--- config.mk ---
export PLATFORM = sky130hd
export DESIGN_NAME = block_sum_press_release_detector_unit_flat
export DESIGN_NICKNAME = d
export VERILOG_FILES = /design/src/bspr_pkg.sv /design/src/bspr_ifs.sv /design/src/bspr_lane.sv /design/src/bspr_merge.sv /design/src/block_sum_press_release_detector_unit.sv /design/src/flat_wrapper.sv
export SDC_FILE = /design/constraint.sdc
export NUM_CORES = 1
export LEC_CHECK = 0
export ABC_AREA = 0
export BUFFER_PORTS_ARGS = -buffer_cell sky130_fd_sc_hd__buf_2
export CAP_MARGIN = 20
export CORE_MARGIN = 8
export CORE_UTILIZATION = 45
export CTS_CLUSTER_DIAMETER = 150
export DETAILED_ROUTE_END_ITERATION = 10
export GPL_TIMING_DRIVEN = 0
export HOLD_SLACK_MARGIN = 0.02
export PLACE_DENSITY = 0.65
export SLEW_MARGIN = 20
export SYNTH_ARGS = -nofsm -noshare
export SYNTH_HDL_FRONTEND = slang
export SYNTH_HIERARCHICAL = 1
export SYNTH_SLANG_ARGS = --single-unit
--- constraint.sdc ---
create_clock -name clock -period 8.4 [get_ports clock]
set_input_delay 0 -clock clock [delete_from_list [all_inputs] [get_ports clock]]
set_output_delay 0 -clock clock [all_outputs]
set_load 0.02 [all_outputs]
--- src/bspr_pkg.sv ---
// bspr_pkg: shared types and constants of the block-sum press/release detector
// used by every file of the block; depends on nothing
package bspr_pkg;

   localparam int LANES       = 2;
   localparam int LANE_BITS   = 1;
   localparam int SAMPLE_BITS = 12;
   localparam int THRESH_BITS = 14;
   localparam int CHAN_BITS   = 4;
   localparam int NOTE_BITS   = 7;

   localparam int CSR_INDEX_BITS = 3;
   localparam int CSR_DATA_BITS  = 14;

   // register indexes of the csr write channel
   localparam logic [CSR_INDEX_BITS-1:0] CSR_PRESS_THRESHOLD   = 3'd0;
   localparam logic [CSR_INDEX_BITS-1:0] CSR_RELEASE_THRESHOLD = 3'd1;
   localparam logic [CSR_INDEX_BITS-1:0] CSR_BASE_CHANNEL      = 3'd2;
   localparam logic [CSR_INDEX_BITS-1:0] CSR_NOTE_LANE_ZERO    = 3'd3;
   localparam logic [CSR_INDEX_BITS-1:0] CSR_NOTE_LANE_ONE     = 3'd4;
   localparam logic [CSR_INDEX_BITS-1:0] CSR_VELOCITY_LANE_ZERO = 3'd5;
   localparam logic [CSR_INDEX_BITS-1:0] CSR_VELOCITY_LANE_ONE  = 3'd6;

   // register reset values
   localparam logic [THRESH_BITS-1:0] RESET_THRESHOLD    = 14'd1600;
   localparam logic [CHAN_BITS-1:0]   RESET_BASE_CHANNEL = 4'd2;
   localparam logic [NOTE_BITS-1:0]   RESET_NOTE_ZERO    = 7'd80;
   localparam logic [NOTE_BITS-1:0]   RESET_NOTE_ONE     = 7'd100;
   localparam logic [NOTE_BITS-1:0]   RESET_VELOCITY     = 7'd100;

   // what one lane found at the end of a block
   typedef struct packed {
      logic fire;
      logic is_on;
   } lane_event_type;

   // register values the merge stage needs to build a response
   typedef struct packed {
      logic [CHAN_BITS-1:0]             base_channel;
      logic [LANES-1:0][NOTE_BITS-1:0]  note;
      logic [LANES-1:0][NOTE_BITS-1:0]  velocity;
   } event_cfg_type;

endpackage

--- src/bspr_ifs.sv ---
// bspr channel interfaces: request, response and csr write channels
// depends on bspr_pkg
interface bspr_req_if;
   logic                             valid;
   logic                             ready;
   logic [bspr_pkg::SAMPLE_BITS-1:0] sample_lane_zero;
   logic [bspr_pkg::SAMPLE_BITS-1:0] sample_lane_one;

   modport source (output valid, output sample_lane_zero, output sample_lane_one,
                   input ready);
   modport sink   (input valid, input sample_lane_zero, input sample_lane_one,
                   output ready);
endinterface

interface bspr_rsp_if;
   logic                           valid;
   logic                           ready;
   logic                           is_note_on;
   logic [bspr_pkg::CHAN_BITS-1:0] midi_channel;
   logic [bspr_pkg::NOTE_BITS-1:0] note_number;
   logic [bspr_pkg::NOTE_BITS-1:0] note_velocity;
   logic                           last_event;

   modport source (output valid, output is_note_on, output midi_channel,
                   output note_number, output note_velocity, output last_event,
                   input ready);
   modport sink   (input valid, input is_note_on, input midi_channel,
                   input note_number, input note_velocity, input last_event,
                   output ready);
endinterface

interface bspr_csr_if;
   logic                                valid;
   logic                                ready;
   logic [bspr_pkg::CSR_INDEX_BITS-1:0] index;
   logic [bspr_pkg::CSR_DATA_BITS-1:0]  wdata;

   modport source (output valid, output index, output wdata, input ready);
   modport sink   (input valid, input index, input wdata, output ready);
endinterface

--- src/bspr_lane.sv ---
// bspr_lane: per-lane block accumulator and press/release state machine
// depends on bspr_pkg
module bspr_lane #(
   parameter int SUM_BITS = 14
) (
   input  logic                             clock,
   input  logic                             reset,
   input  logic [bspr_pkg::SAMPLE_BITS-1:0] sample,
   input  logic                             take,
   input  logic                             block_end,
   input  logic [bspr_pkg::THRESH_BITS-1:0] press_thr,
   input  logic [bspr_pkg::THRESH_BITS-1:0] release_thr,
   output bspr_pkg::lane_event_type         lane_evt
);

   localparam int CMP_BITS = (SUM_BITS > bspr_pkg::THRESH_BITS) ? SUM_BITS
                                                                : bspr_pkg::THRESH_BITS;

   typedef enum logic [1:0] {
      ST_UNINIT   = 2'd0,
      ST_RELEASED = 2'd1,
      ST_PRESSED  = 2'd2
   } lane_state_type;

   lane_state_type      state_ff, state_in;
   logic [SUM_BITS-1:0] running_ff;
   logic [SUM_BITS-1:0] previous_ff;
   logic [SUM_BITS-1:0] cur;
   logic [CMP_BITS-1:0] cur_x, prev_x;
   logic                pressed_now, released_now;

   assign cur    = running_ff + SUM_BITS'(sample);
   assign cur_x  = CMP_BITS'(cur);
   assign prev_x = CMP_BITS'(previous_ff);

   // strict compares: a change equal to the threshold is no event
   assign pressed_now  = (cur_x < prev_x) && ((prev_x - cur_x) > CMP_BITS'(press_thr));
   assign released_now = (cur_x > prev_x) && ((cur_x - prev_x) > CMP_BITS'(release_thr));

   always_comb begin
      state_in       = state_ff;
      lane_evt.fire  = 1'b0;
      lane_evt.is_on = 1'b0;
      unique case (state_ff)
         ST_UNINIT: begin
            state_in = ST_RELEASED;
         end
         ST_RELEASED: begin
            if (pressed_now) begin
               state_in       = ST_PRESSED;
               lane_evt.fire  = take && block_end;
               lane_evt.is_on = 1'b1;
            end
         end
         ST_PRESSED: begin
            if (released_now) begin
               state_in      = ST_RELEASED;
               lane_evt.fire = take && block_end;
            end
         end
         default: begin
            state_in = ST_RELEASED;
         end
      endcase
   end

   always_ff @(posedge clock) begin
      if (reset) begin
         state_ff    <= ST_UNINIT;
         running_ff  <= '0;
         previous_ff <= '0;
      end else if (take) begin
         if (block_end) begin
            state_ff    <= state_in;
            running_ff  <= '0;
            previous_ff <= cur;
         end else begin
            running_ff <= cur;
         end
      end
   end

endmodule

--- src/bspr_merge.sv ---
// bspr_merge: collects lane events of one scan and emits them in lane order
// depends on bspr_pkg and bspr_rsp_if
module bspr_merge (
   input  logic                                          clock,
   input  logic                                          reset,
   input  logic                                          load,
   input  bspr_pkg::lane_event_type [bspr_pkg::LANES-1:0] lane_evt,
   input  bspr_pkg::event_cfg_type                       cfg,
   output logic                                          can_load,
   bspr_rsp_if.source                                    rsp
);

   logic [bspr_pkg::LANES-1:0]     pend_ff, pend_in;
   logic [bspr_pkg::LANES-1:0]     pend_on_ff;
   logic [bspr_pkg::LANES-1:0]     sel_mask;
   logic [bspr_pkg::LANE_BITS-1:0] sel;
   logic                           pend_any, pend_multi, move;
   logic                           out_valid_ff;
   logic                           on_ff, last_ff;
   logic [bspr_pkg::CHAN_BITS-1:0] chan_ff;
   logic [bspr_pkg::NOTE_BITS-1:0] note_ff, vel_ff;

   assign move       = !out_valid_ff || rsp.ready;
   assign pend_any   = |pend_ff;
   assign pend_multi = $countones(pend_ff) > 1;
   assign can_load   = !pend_any || (!pend_multi && move);

   // lowest pending lane goes first
   always_comb begin
      sel = '0;
      for (int l = bspr_pkg::LANES - 1; l >= 0; l--) begin
         if (pend_ff[l]) sel = bspr_pkg::LANE_BITS'(l);
      end
      sel_mask = bspr_pkg::LANES'(1) << sel;
   end

   always_comb begin
      pend_in = pend_ff;
      if (move) pend_in = pend_in & ~sel_mask;
      if (load) begin
         for (int l = 0; l < bspr_pkg::LANES; l++) begin
            pend_in[l] = pend_in[l] | lane_evt[l].fire;
         end
      end
   end

   always_ff @(posedge clock) begin
      if (reset) begin
         pend_ff      <= '0;
         out_valid_ff <= 1'b0;
      end else begin
         pend_ff <= pend_in;
         if (move) out_valid_ff <= pend_any;
      end
   end

   always_ff @(posedge clock) begin
      if (load) begin
         for (int l = 0; l < bspr_pkg::LANES; l++) begin
            if (lane_evt[l].fire) pend_on_ff[l] <= lane_evt[l].is_on;
         end
      end
      if (move && pend_any) begin
         on_ff   <= pend_on_ff[sel];
         chan_ff <= cfg.base_channel + bspr_pkg::CHAN_BITS'(sel);
         note_ff <= cfg.note[sel];
         vel_ff  <= pend_on_ff[sel] ? cfg.velocity[sel] : '0;
         last_ff <= (pend_ff & ~sel_mask) == '0;
      end
   end

   assign rsp.valid         = out_valid_ff;
   assign rsp.is_note_on    = on_ff;
   assign rsp.midi_channel  = chan_ff;
   assign rsp.note_number   = note_ff;
   assign rsp.note_velocity = vel_ff;
   assign rsp.last_event    = last_ff;

endmodule

--- src/block_sum_press_release_detector_unit.sv ---
// block_sum_press_release_detector_unit: top level of the detector
// depends on bspr_pkg, bspr_ifs, bspr_lane and bspr_merge
//
// Each request carries one scan, one sample per sensor lane. Both lanes run
// side by side: each adds its sample to a running block sum, and on the last
// scan of a block compares the block sum with the previous one. A released
// lane whose sum falls by more than press_threshold sends a note-on with its
// velocity; a pressed lane whose sum rises by more than release_threshold
// sends a note-off with velocity zero. The first block of a lane only stores
// its sum. Responses come out lane zero first, last_event marks the final one
// of a scan, and a scan that ends no block or fires nothing gives none.
// Rate: one request per cycle. Requests that end no block are always taken;
// the merge stage drains lane events one per cycle through the response
// register, so req ready drops only on a block-end request while the merge
// stage still holds two events, or one event behind a stalled response.
// A block-end request's lane events pass through the merge stage's pending
// register, then the response register. Csr writes are always ready
// and take effect the next cycle; write them only while idle.
module block_sum_press_release_detector_unit #(
   parameter int SCANS_PER_BLOCK = 4
) (
   input  logic       clock,
   input  logic       reset,
   bspr_req_if.sink   req_ch,
   bspr_rsp_if.source rsp_ch,
   bspr_csr_if.sink   csr_ch
);

   // block sums never overflow: width grows with the block length
   localparam int SUM_BITS = bspr_pkg::SAMPLE_BITS + $clog2(SCANS_PER_BLOCK);
   localparam int CNT_BITS = (SCANS_PER_BLOCK > 1) ? $clog2(SCANS_PER_BLOCK) : 1;

   // configuration registers
   logic [bspr_pkg::THRESH_BITS-1:0]                press_ff, release_ff;
   logic [bspr_pkg::CHAN_BITS-1:0]                  base_ff;
   logic [bspr_pkg::LANES-1:0][bspr_pkg::NOTE_BITS-1:0] note_ff, vel_ff;

   // scan counter within a block
   logic [CNT_BITS-1:0] scan_count_ff;

   logic                                           take, block_end, can_load;
   logic [bspr_pkg::LANES-1:0][bspr_pkg::SAMPLE_BITS-1:0] samples;
   bspr_pkg::lane_event_type [bspr_pkg::LANES-1:0] lane_evt;
   bspr_pkg::event_cfg_type                        evt_cfg;

   assign csr_ch.ready = 1'b1;

   // csr decoder, unknown indexes are dropped
   always_ff @(posedge clock) begin
      if (reset) begin
         press_ff   <= bspr_pkg::RESET_THRESHOLD;
         release_ff <= bspr_pkg::RESET_THRESHOLD;
         base_ff    <= bspr_pkg::RESET_BASE_CHANNEL;
         note_ff[0] <= bspr_pkg::RESET_NOTE_ZERO;
         note_ff[1] <= bspr_pkg::RESET_NOTE_ONE;
         vel_ff[0]  <= bspr_pkg::RESET_VELOCITY;
         vel_ff[1]  <= bspr_pkg::RESET_VELOCITY;
      end else if (csr_ch.valid) begin
         unique case (csr_ch.index)
            bspr_pkg::CSR_PRESS_THRESHOLD:    press_ff   <= csr_ch.wdata;
            bspr_pkg::CSR_RELEASE_THRESHOLD:  release_ff <= csr_ch.wdata;
            bspr_pkg::CSR_BASE_CHANNEL:       base_ff    <= csr_ch.wdata[bspr_pkg::CHAN_BITS-1:0];
            bspr_pkg::CSR_NOTE_LANE_ZERO:     note_ff[0] <= csr_ch.wdata[bspr_pkg::NOTE_BITS-1:0];
            bspr_pkg::CSR_NOTE_LANE_ONE:      note_ff[1] <= csr_ch.wdata[bspr_pkg::NOTE_BITS-1:0];
            bspr_pkg::CSR_VELOCITY_LANE_ZERO: vel_ff[0]  <= csr_ch.wdata[bspr_pkg::NOTE_BITS-1:0];
            bspr_pkg::CSR_VELOCITY_LANE_ONE:  vel_ff[1]  <= csr_ch.wdata[bspr_pkg::NOTE_BITS-1:0];
            default: ;
         endcase
      end
   end

   // request handshake: only a block-end request waits on the merge stage
   assign req_ch.ready = can_load || !block_end;
   assign take         = req_ch.valid && req_ch.ready;
   assign block_end    = scan_count_ff == CNT_BITS'(SCANS_PER_BLOCK - 1);

   always_ff @(posedge clock) begin
      if (reset) begin
         scan_count_ff <= '0;
      end else if (take) begin
         scan_count_ff <= block_end ? '0 : scan_count_ff + CNT_BITS'(1);
      end
   end

   assign samples[0] = req_ch.sample_lane_zero;
   assign samples[1] = req_ch.sample_lane_one;

   // one accumulator and state machine per lane
   for (genvar l = 0; l < bspr_pkg::LANES; l++) begin : g_lane
      bspr_lane #(
         .SUM_BITS (SUM_BITS)
      ) u_lane (
         .clock       (clock),
         .reset       (reset),
         .sample      (samples[l]),
         .take        (take),
         .block_end   (block_end),
         .press_thr   (press_ff),
         .release_thr (release_ff),
         .lane_evt    (lane_evt[l])
      );
   end

   assign evt_cfg.base_channel = base_ff;
   assign evt_cfg.note         = note_ff;
   assign evt_cfg.velocity     = vel_ff;

   // merge lane events into the response stream
   bspr_merge u_merge (
      .clock    (clock),
      .reset    (reset),
      .load     (take && block_end),
      .lane_evt (lane_evt),
      .cfg      (evt_cfg),
      .can_load (can_load),
      .rsp      (rsp_ch)
   );

endmodule

--- src/flat_wrapper.sv ---
// flat-port wrapper written by rule: the top's interface ports become plain ports
module block_sum_press_release_detector_unit_flat 
#(
   parameter int SCANS_PER_BLOCK = 4
)
  (clock, reset, req_ch_valid, req_ch_sample_lane_zero, req_ch_sample_lane_one, req_ch_ready, rsp_ch_valid, rsp_ch_is_note_on, rsp_ch_midi_channel, rsp_ch_note_number, rsp_ch_note_velocity, rsp_ch_last_event, rsp_ch_ready, csr_ch_valid, csr_ch_index, csr_ch_wdata, csr_ch_ready);
  bspr_req_if req_ch_i ();
  bspr_rsp_if rsp_ch_i ();
  bspr_csr_if csr_ch_i ();
  input  logic clock;
  input  logic reset;
  input wire logic [$bits(req_ch_i.valid)-1:0] req_ch_valid;
  input wire logic [$bits(req_ch_i.sample_lane_zero)-1:0] req_ch_sample_lane_zero;
  input wire logic [$bits(req_ch_i.sample_lane_one)-1:0] req_ch_sample_lane_one;
  output wire logic [$bits(req_ch_i.ready)-1:0] req_ch_ready;
  output wire logic [$bits(rsp_ch_i.valid)-1:0] rsp_ch_valid;
  output wire logic [$bits(rsp_ch_i.is_note_on)-1:0] rsp_ch_is_note_on;
  output wire logic [$bits(rsp_ch_i.midi_channel)-1:0] rsp_ch_midi_channel;
  output wire logic [$bits(rsp_ch_i.note_number)-1:0] rsp_ch_note_number;
  output wire logic [$bits(rsp_ch_i.note_velocity)-1:0] rsp_ch_note_velocity;
  output wire logic [$bits(rsp_ch_i.last_event)-1:0] rsp_ch_last_event;
  input wire logic [$bits(rsp_ch_i.ready)-1:0] rsp_ch_ready;
  input wire logic [$bits(csr_ch_i.valid)-1:0] csr_ch_valid;
  input wire logic [$bits(csr_ch_i.index)-1:0] csr_ch_index;
  input wire logic [$bits(csr_ch_i.wdata)-1:0] csr_ch_wdata;
  output wire logic [$bits(csr_ch_i.ready)-1:0] csr_ch_ready;
  assign req_ch_i.valid = req_ch_valid;
  assign req_ch_i.sample_lane_zero = req_ch_sample_lane_zero;
  assign req_ch_i.sample_lane_one = req_ch_sample_lane_one;
  assign req_ch_ready = req_ch_i.ready;
  assign rsp_ch_valid = rsp_ch_i.valid;
  assign rsp_ch_is_note_on = rsp_ch_i.is_note_on;
  assign rsp_ch_midi_channel = rsp_ch_i.midi_channel;
  assign rsp_ch_note_number = rsp_ch_i.note_number;
  assign rsp_ch_note_velocity = rsp_ch_i.note_velocity;
  assign rsp_ch_last_event = rsp_ch_i.last_event;
  assign rsp_ch_i.ready = rsp_ch_ready;
  assign csr_ch_i.valid = csr_ch_valid;
  assign csr_ch_i.index = csr_ch_index;
  assign csr_ch_i.wdata = csr_ch_wdata;
  assign csr_ch_ready = csr_ch_i.ready;
  block_sum_press_release_detector_unit #(.SCANS_PER_BLOCK(SCANS_PER_BLOCK)) u_core (.clock(clock), .reset(reset), .req_ch(req_ch_i), .rsp_ch(rsp_ch_i), .csr_ch(csr_ch_i));
endmodule
==> results_tabular.tex <==
\begin{tabular}{lr}
\hline
Metric & Value \\
\hline
\multicolumn{2}{l}{\textbf{Timing}} \\
\quad Final critical-path required period & 6.367 ns \\
\quad Worst setup skew after layout & 0.01236 ns \\
\quad Hold slack final & slightly above 0.06 ns \\
\quad Final count of negative-setup-slack endpoints & 0 \\
\quad Post-Route Setup TNS & 0 ns \\
\quad Transition at the pin with the smallest max-transition slack & 0.8770 ns \\
\quad Max Clock Freq & around 0.16 GHz \\
\quad Worst slew margin relative to its limit & approximately two fifths \\
\quad Final hold violations & 0 \\
\quad Fraction of the cycle the final worst path needs & 75.80\% \\
\quad Unrepaired setup endpoints after global routing & false \\
\quad Final Max Slew Viols & 0 \\
\multicolumn{2}{l}{\textbf{Floorplanning}} \\
\quad Boundary pin count & slightly below 70 \\
\quad FP Rows & a little under 60 \\
\quad DIE HEIGHT & between 150 and 200 um \\
\quad Width of the die & approximately 170 um \\
\quad Total die area & 30500 um\^{}2 \\
\quad Starting density of the core & about 45\% \\
\quad Core outline area & 24960 um\^{}2 \\
\multicolumn{2}{l}{\textbf{Routing}} \\
\quad Number of iterations in the first detailed-routing pass & 5 \\
\quad Avg WL per Cell & between 15 and 20 um \\
\quad Detail Route Antenna Nets & 0 \\
\quad Number of design rule violations left after detail routing & 0 \\
\quad Count of vias placed by the detailed router & around 10000 \\
\quad Vias per cell & 5.426 \\
\quad DRC marker count from the first detailed-route iteration & roughly 690 \\
\quad Final routed wirelength across all metal layers & 29.22 mm \\
\multicolumn{2}{l}{\textbf{Synthesis}} \\
\quad Post-Syn Nets & roughly 1600 \\
\quad Synth Flop Type & dfxtp\_1 \\
\quad Netlist cell types & 85 \\
\quad Most common cell in the netlist & inv\_1 \\
\quad Post-Synthesis Cells & between 1000 and 1500 \\
\quad Post-synthesis async set-or-reset flop share & 0\% \\
\quad Share of synthesized area occupied by flip-flops and latches & between 20\% and 30\% \\
\quad Most numerous cell types in the synthesized netlist & inv\_1 (149), ha\_1 (137), a21oi\_1 (130) \\
\quad Number of synthesized flops with an enable pin & 22 \\
\quad Average cell area after synthesis & about 8.1 um\^{}2 \\
\quad Fraction of synthesized cell area taken by the top area cell type & 22.10\% \\
\quad Dominant cell type by area after synthesis & dfxtp\_1 \\
\quad Count of state elements after synthesis & around 150 \\
\quad Synthesis warning total & 6 \\
\quad Post-Syn Area & around 11000 um\^{}2 \\
\quad Largest cells by area after synthesis & dfxtp\_1 (22\%), ha\_1 (15\%), edfxtp\_1 (5.8\%), a21oi\_1 (5.7\%), inv\_1 (4.9\%) \\
\multicolumn{2}{l}{\textbf{Global routing}} \\
\quad Maximum number of pins on one net before global-route repair & 21 \\
\quad Via count of the first global-routing pass & approximately 9400 \\
\quad Global routing usage summed across all routing layers & between 10\% and 20\% \\
\quad Antenna violations before repair & 0 \\
\quad Global-route wire length before repair & 47.43 mm \\
\quad GRT overflow & 0 \\
\multicolumn{2}{l}{\textbf{Clock tree}} \\
\quad Clock network latency to the later pin of the worst-skew pair & approximately 0.44 ns \\
\quad Clk slew on worst S/H paths & around 0.080 ns \\
\quad CTS H-Tree Depth & 4 \\
\quad Longest Clk Path Bufs & 2 \\
\quad Clock Tree Root & clkbuf\_16 \\
\quad Post-CTS Repair Setup Buffers & 0 \\
\quad Clock sink count & around 150 \\
\quad \# hold bufs at CTS & 23 \\
\quad Number of gates given a new drive strength after cts & 0 \\
\quad TritonCTS clock tree & yes \\
\quad Number of clock buffers inserted by TritonCTS & 17 \\
\multicolumn{2}{l}{\textbf{Setup path}} \\
\quad Startpoint of the worst-slack reg-to-reg timing path & u\_core/g\_lane[0].u\_lane/running\_ff[0] \\
\quad Worst setup SP type & flop \\
\quad Endpoint type of the worst setup path & flop \\
\quad Critical path fanouts, max & 7 \\
\quad Arrival time of data at the critical path endpoint & around 6.7 ns \\
\quad Number of cells traversed by the worst register-to-register path & 25 \\
\quad Worst setup path start & u\_core/g\_lane[0].u\_lane/running\_ff[0] \\
\quad Endpoint required time on the critical path & 8.72 ns \\
\quad Register-to-register setup slack & just over 2 ns \\
\quad Critical path start-end classification & flop to flop \\
\quad Critical register-to-register path endpoint & u\_core/u\_merge/pend\_ff[0] \\
\multicolumn{2}{l}{\textbf{Finish}} \\
\quad Net total in the final layout & 1697 \\
\quad Area added between synthesis and finish & 14.20\% \\
\quad Share of cells above drive strength 1 & $\sim$10\% \\
\quad Number of diodes added for antenna fixing & 0 \\
\multicolumn{2}{l}{\textbf{Place}} \\
\quad Total of buffers placed on input and output ports & 67 \\
\quad Detailed-placement wirelength estimate & between 20 and 25 mm \\
\quad Routability congestion estimate & a little under 0.9 \\
\multicolumn{2}{l}{\textbf{Status}} \\
\quad Outcome & finished clean \\
\multicolumn{2}{l}{\textbf{Hold path}} \\
\quad Startpoint of the worst hold path & req\_ch\_sample\_lane\_zero[0] \\
\quad Hold Path Class & input pin to flop \\
\quad WHS Path Cells & 4 \\
\quad WHS Endpoint & u\_core/g\_lane[0].u\_lane/prev\_x[0] \\
\multicolumn{2}{l}{\textbf{Power and ir drop}} \\
\quad Maximum vdd ir drop & 0.1224 mV \\
\quad Power, Total & between 0.002 and 0.003 W \\
\quad Power per cell area & $\sim$210 nW/um\^{}2 \\
\quad Leak Pwr & 5.430 nW \\
\multicolumn{2}{l}{\textbf{Job}} \\
\quad Max-cap violations & 0 \\
\hline
\end{tabular}
power breakdown:
group | internal (W) | switching, W
registers | 0.000737 | 0.0000148
logic | 0.000494 | 0.000675
clock network | 0.000411 | 0.000393
flip-flops by register name, indices dropped and copies added, names as in the netlist:
register and count:
u_core/base_ff 4, u_core/evt_cfg 28, u_core/g_lane.u_lane/prev_x 28, u_core/g_lane.u_lane/running_ff 28, u_core/g_lane.u_lane/state_ff 4, u_core/press_ff 14, u_core/release_ff 14, u_core/scan_count_ff 2
u_core/u_merge/pend_ff 2, u_core/u_merge/pend_on_ff 2, u_core/u_merge/rsp.is_note_on 1, u_core/u_merge/rsp.last_event 1, u_core/u_merge/rsp.midi_channel 4, u_core/u_merge/rsp.note_number 7, u_core/u_merge/rsp.note_velocity 7, u_core/u_merge/rsp.valid 1
layer usage:
layer	share of wire (%)	GRT usage, %	vias to the layer above
met2	46	31.49	221
li1	-	-	5139
met3	4.2	2.784	38
met4	1.9	5.970	0
met5	0	0	-
met1	47	24.68	4646
cell type report:
class | count | area, um^2
Clock buffer | 17 | 425.4
Buffer | 63 | 316.6
Inverter | 149 | 559.3
Timing Repair Buffer | 90 | 565.5
Sequential cell | 147 | 3163
Clock inverter | 15 | 201.4
Tap cell | 330 | 412.9
Multi-Input combinational cell | 1040 | 7288
Fill cell | 2398 | 12030
how the worst max path moves through the flow:
stage                              endpoint  slack, ns  cells past startpoint
2_1_floorplan  u_core/u_merge/pend_on_ff[1]       3.40                     25
3_3_place_gp   u_core/u_merge/pend_on_ff[0]       2.58                     24
3_5_place_dp   u_core/u_merge/pend_on_ff[0]       2.54                     24
4_1_cts           u_core/u_merge/pend_ff[0]       2.05                     25
5_1_grt           u_core/u_merge/pend_ff[0]       1.72                     27
6_report          u_core/u_merge/pend_ff[0]       2.03                     25
critical path, stage by stage (launching register included):
cell and delay [ns]:
dfxtp_1 0.34, ha_1 0.17, inv_1 0.06, fa_1 0.39, nor2b_1 0.21, o2111ai_2 0.16
and3_1 0.23, o21ai_0 0.26, nand3_1 0.24, ha_1 0.35, clkbuf_1 0.22, and2_1 0.23
a32o_1 0.28, nor3b_1 0.33, xnor2_1 0.15, ha_1 0.34, a21o_1 0.17, a21o_1 0.17
a21oi_1 0.23, nand3_1 0.10, o21ai_0 0.41, nor3_1 0.20, o21a_1 0.29, nand2_1 0.11
a21oi_1 0.06, dlygate4sd3_1 0.56
metrics by stage:
stage / utilization [%] / cell area, um^2 / std cells / setup WS, ns
after global routing: 51.80 / 12930 / 1851 / 1.724
after floorplan: - / 11320 / 1399 / 3.398
final: 51.80 / 12930 / 1851 / 2.033
after CTS: 51.79 / 12930 / 1851 / 2.051
after global placement: 48.36 / 12070 / 1796 / 2.584
after detailed placement: 48.36 / 12070 / 1796 / 2.537
cells by family (layout without fill, tap and decap cells):
| family | count (synthesis) | in the layout | share of synthesized area (%) |
|---|---|---|---|
| buf+inv | 212 | 334 | 7.734 |
| fa+ha+maj | 143 | 143 | 16.20 |
| other cells | 1 | 1 | 0.03311 |
| flops | 147 | 147 | 27.93 |
| compound gates | 340 | 340 | 19.75 |
| mux | 36 | 36 | 3.337 |
| xor+xnor | 50 | 50 | 3.867 |
| simple gates | 470 | 470 | 21.15 |
cell usage in the layout, fill, tap and decap left out, drive strengths merged, types with 16 or more instances in the layout:
cell / instances
nand2b: 19
a21o: 26
dfxtp: 125
xnor2: 39
edfxtp: 22
nor3: 47
a211oi: 16
inv: 157
a21oi: 133
nand4: 23
mux2i: 28
nor2b: 40
nand3: 19
buf: 93
nor2: 121
nand2: 122
o21a: 22
o21ai: 49
ha: 137
dlygate4sd3: 23
clkbuf: 54
Power figures use the tool's default switching activity.
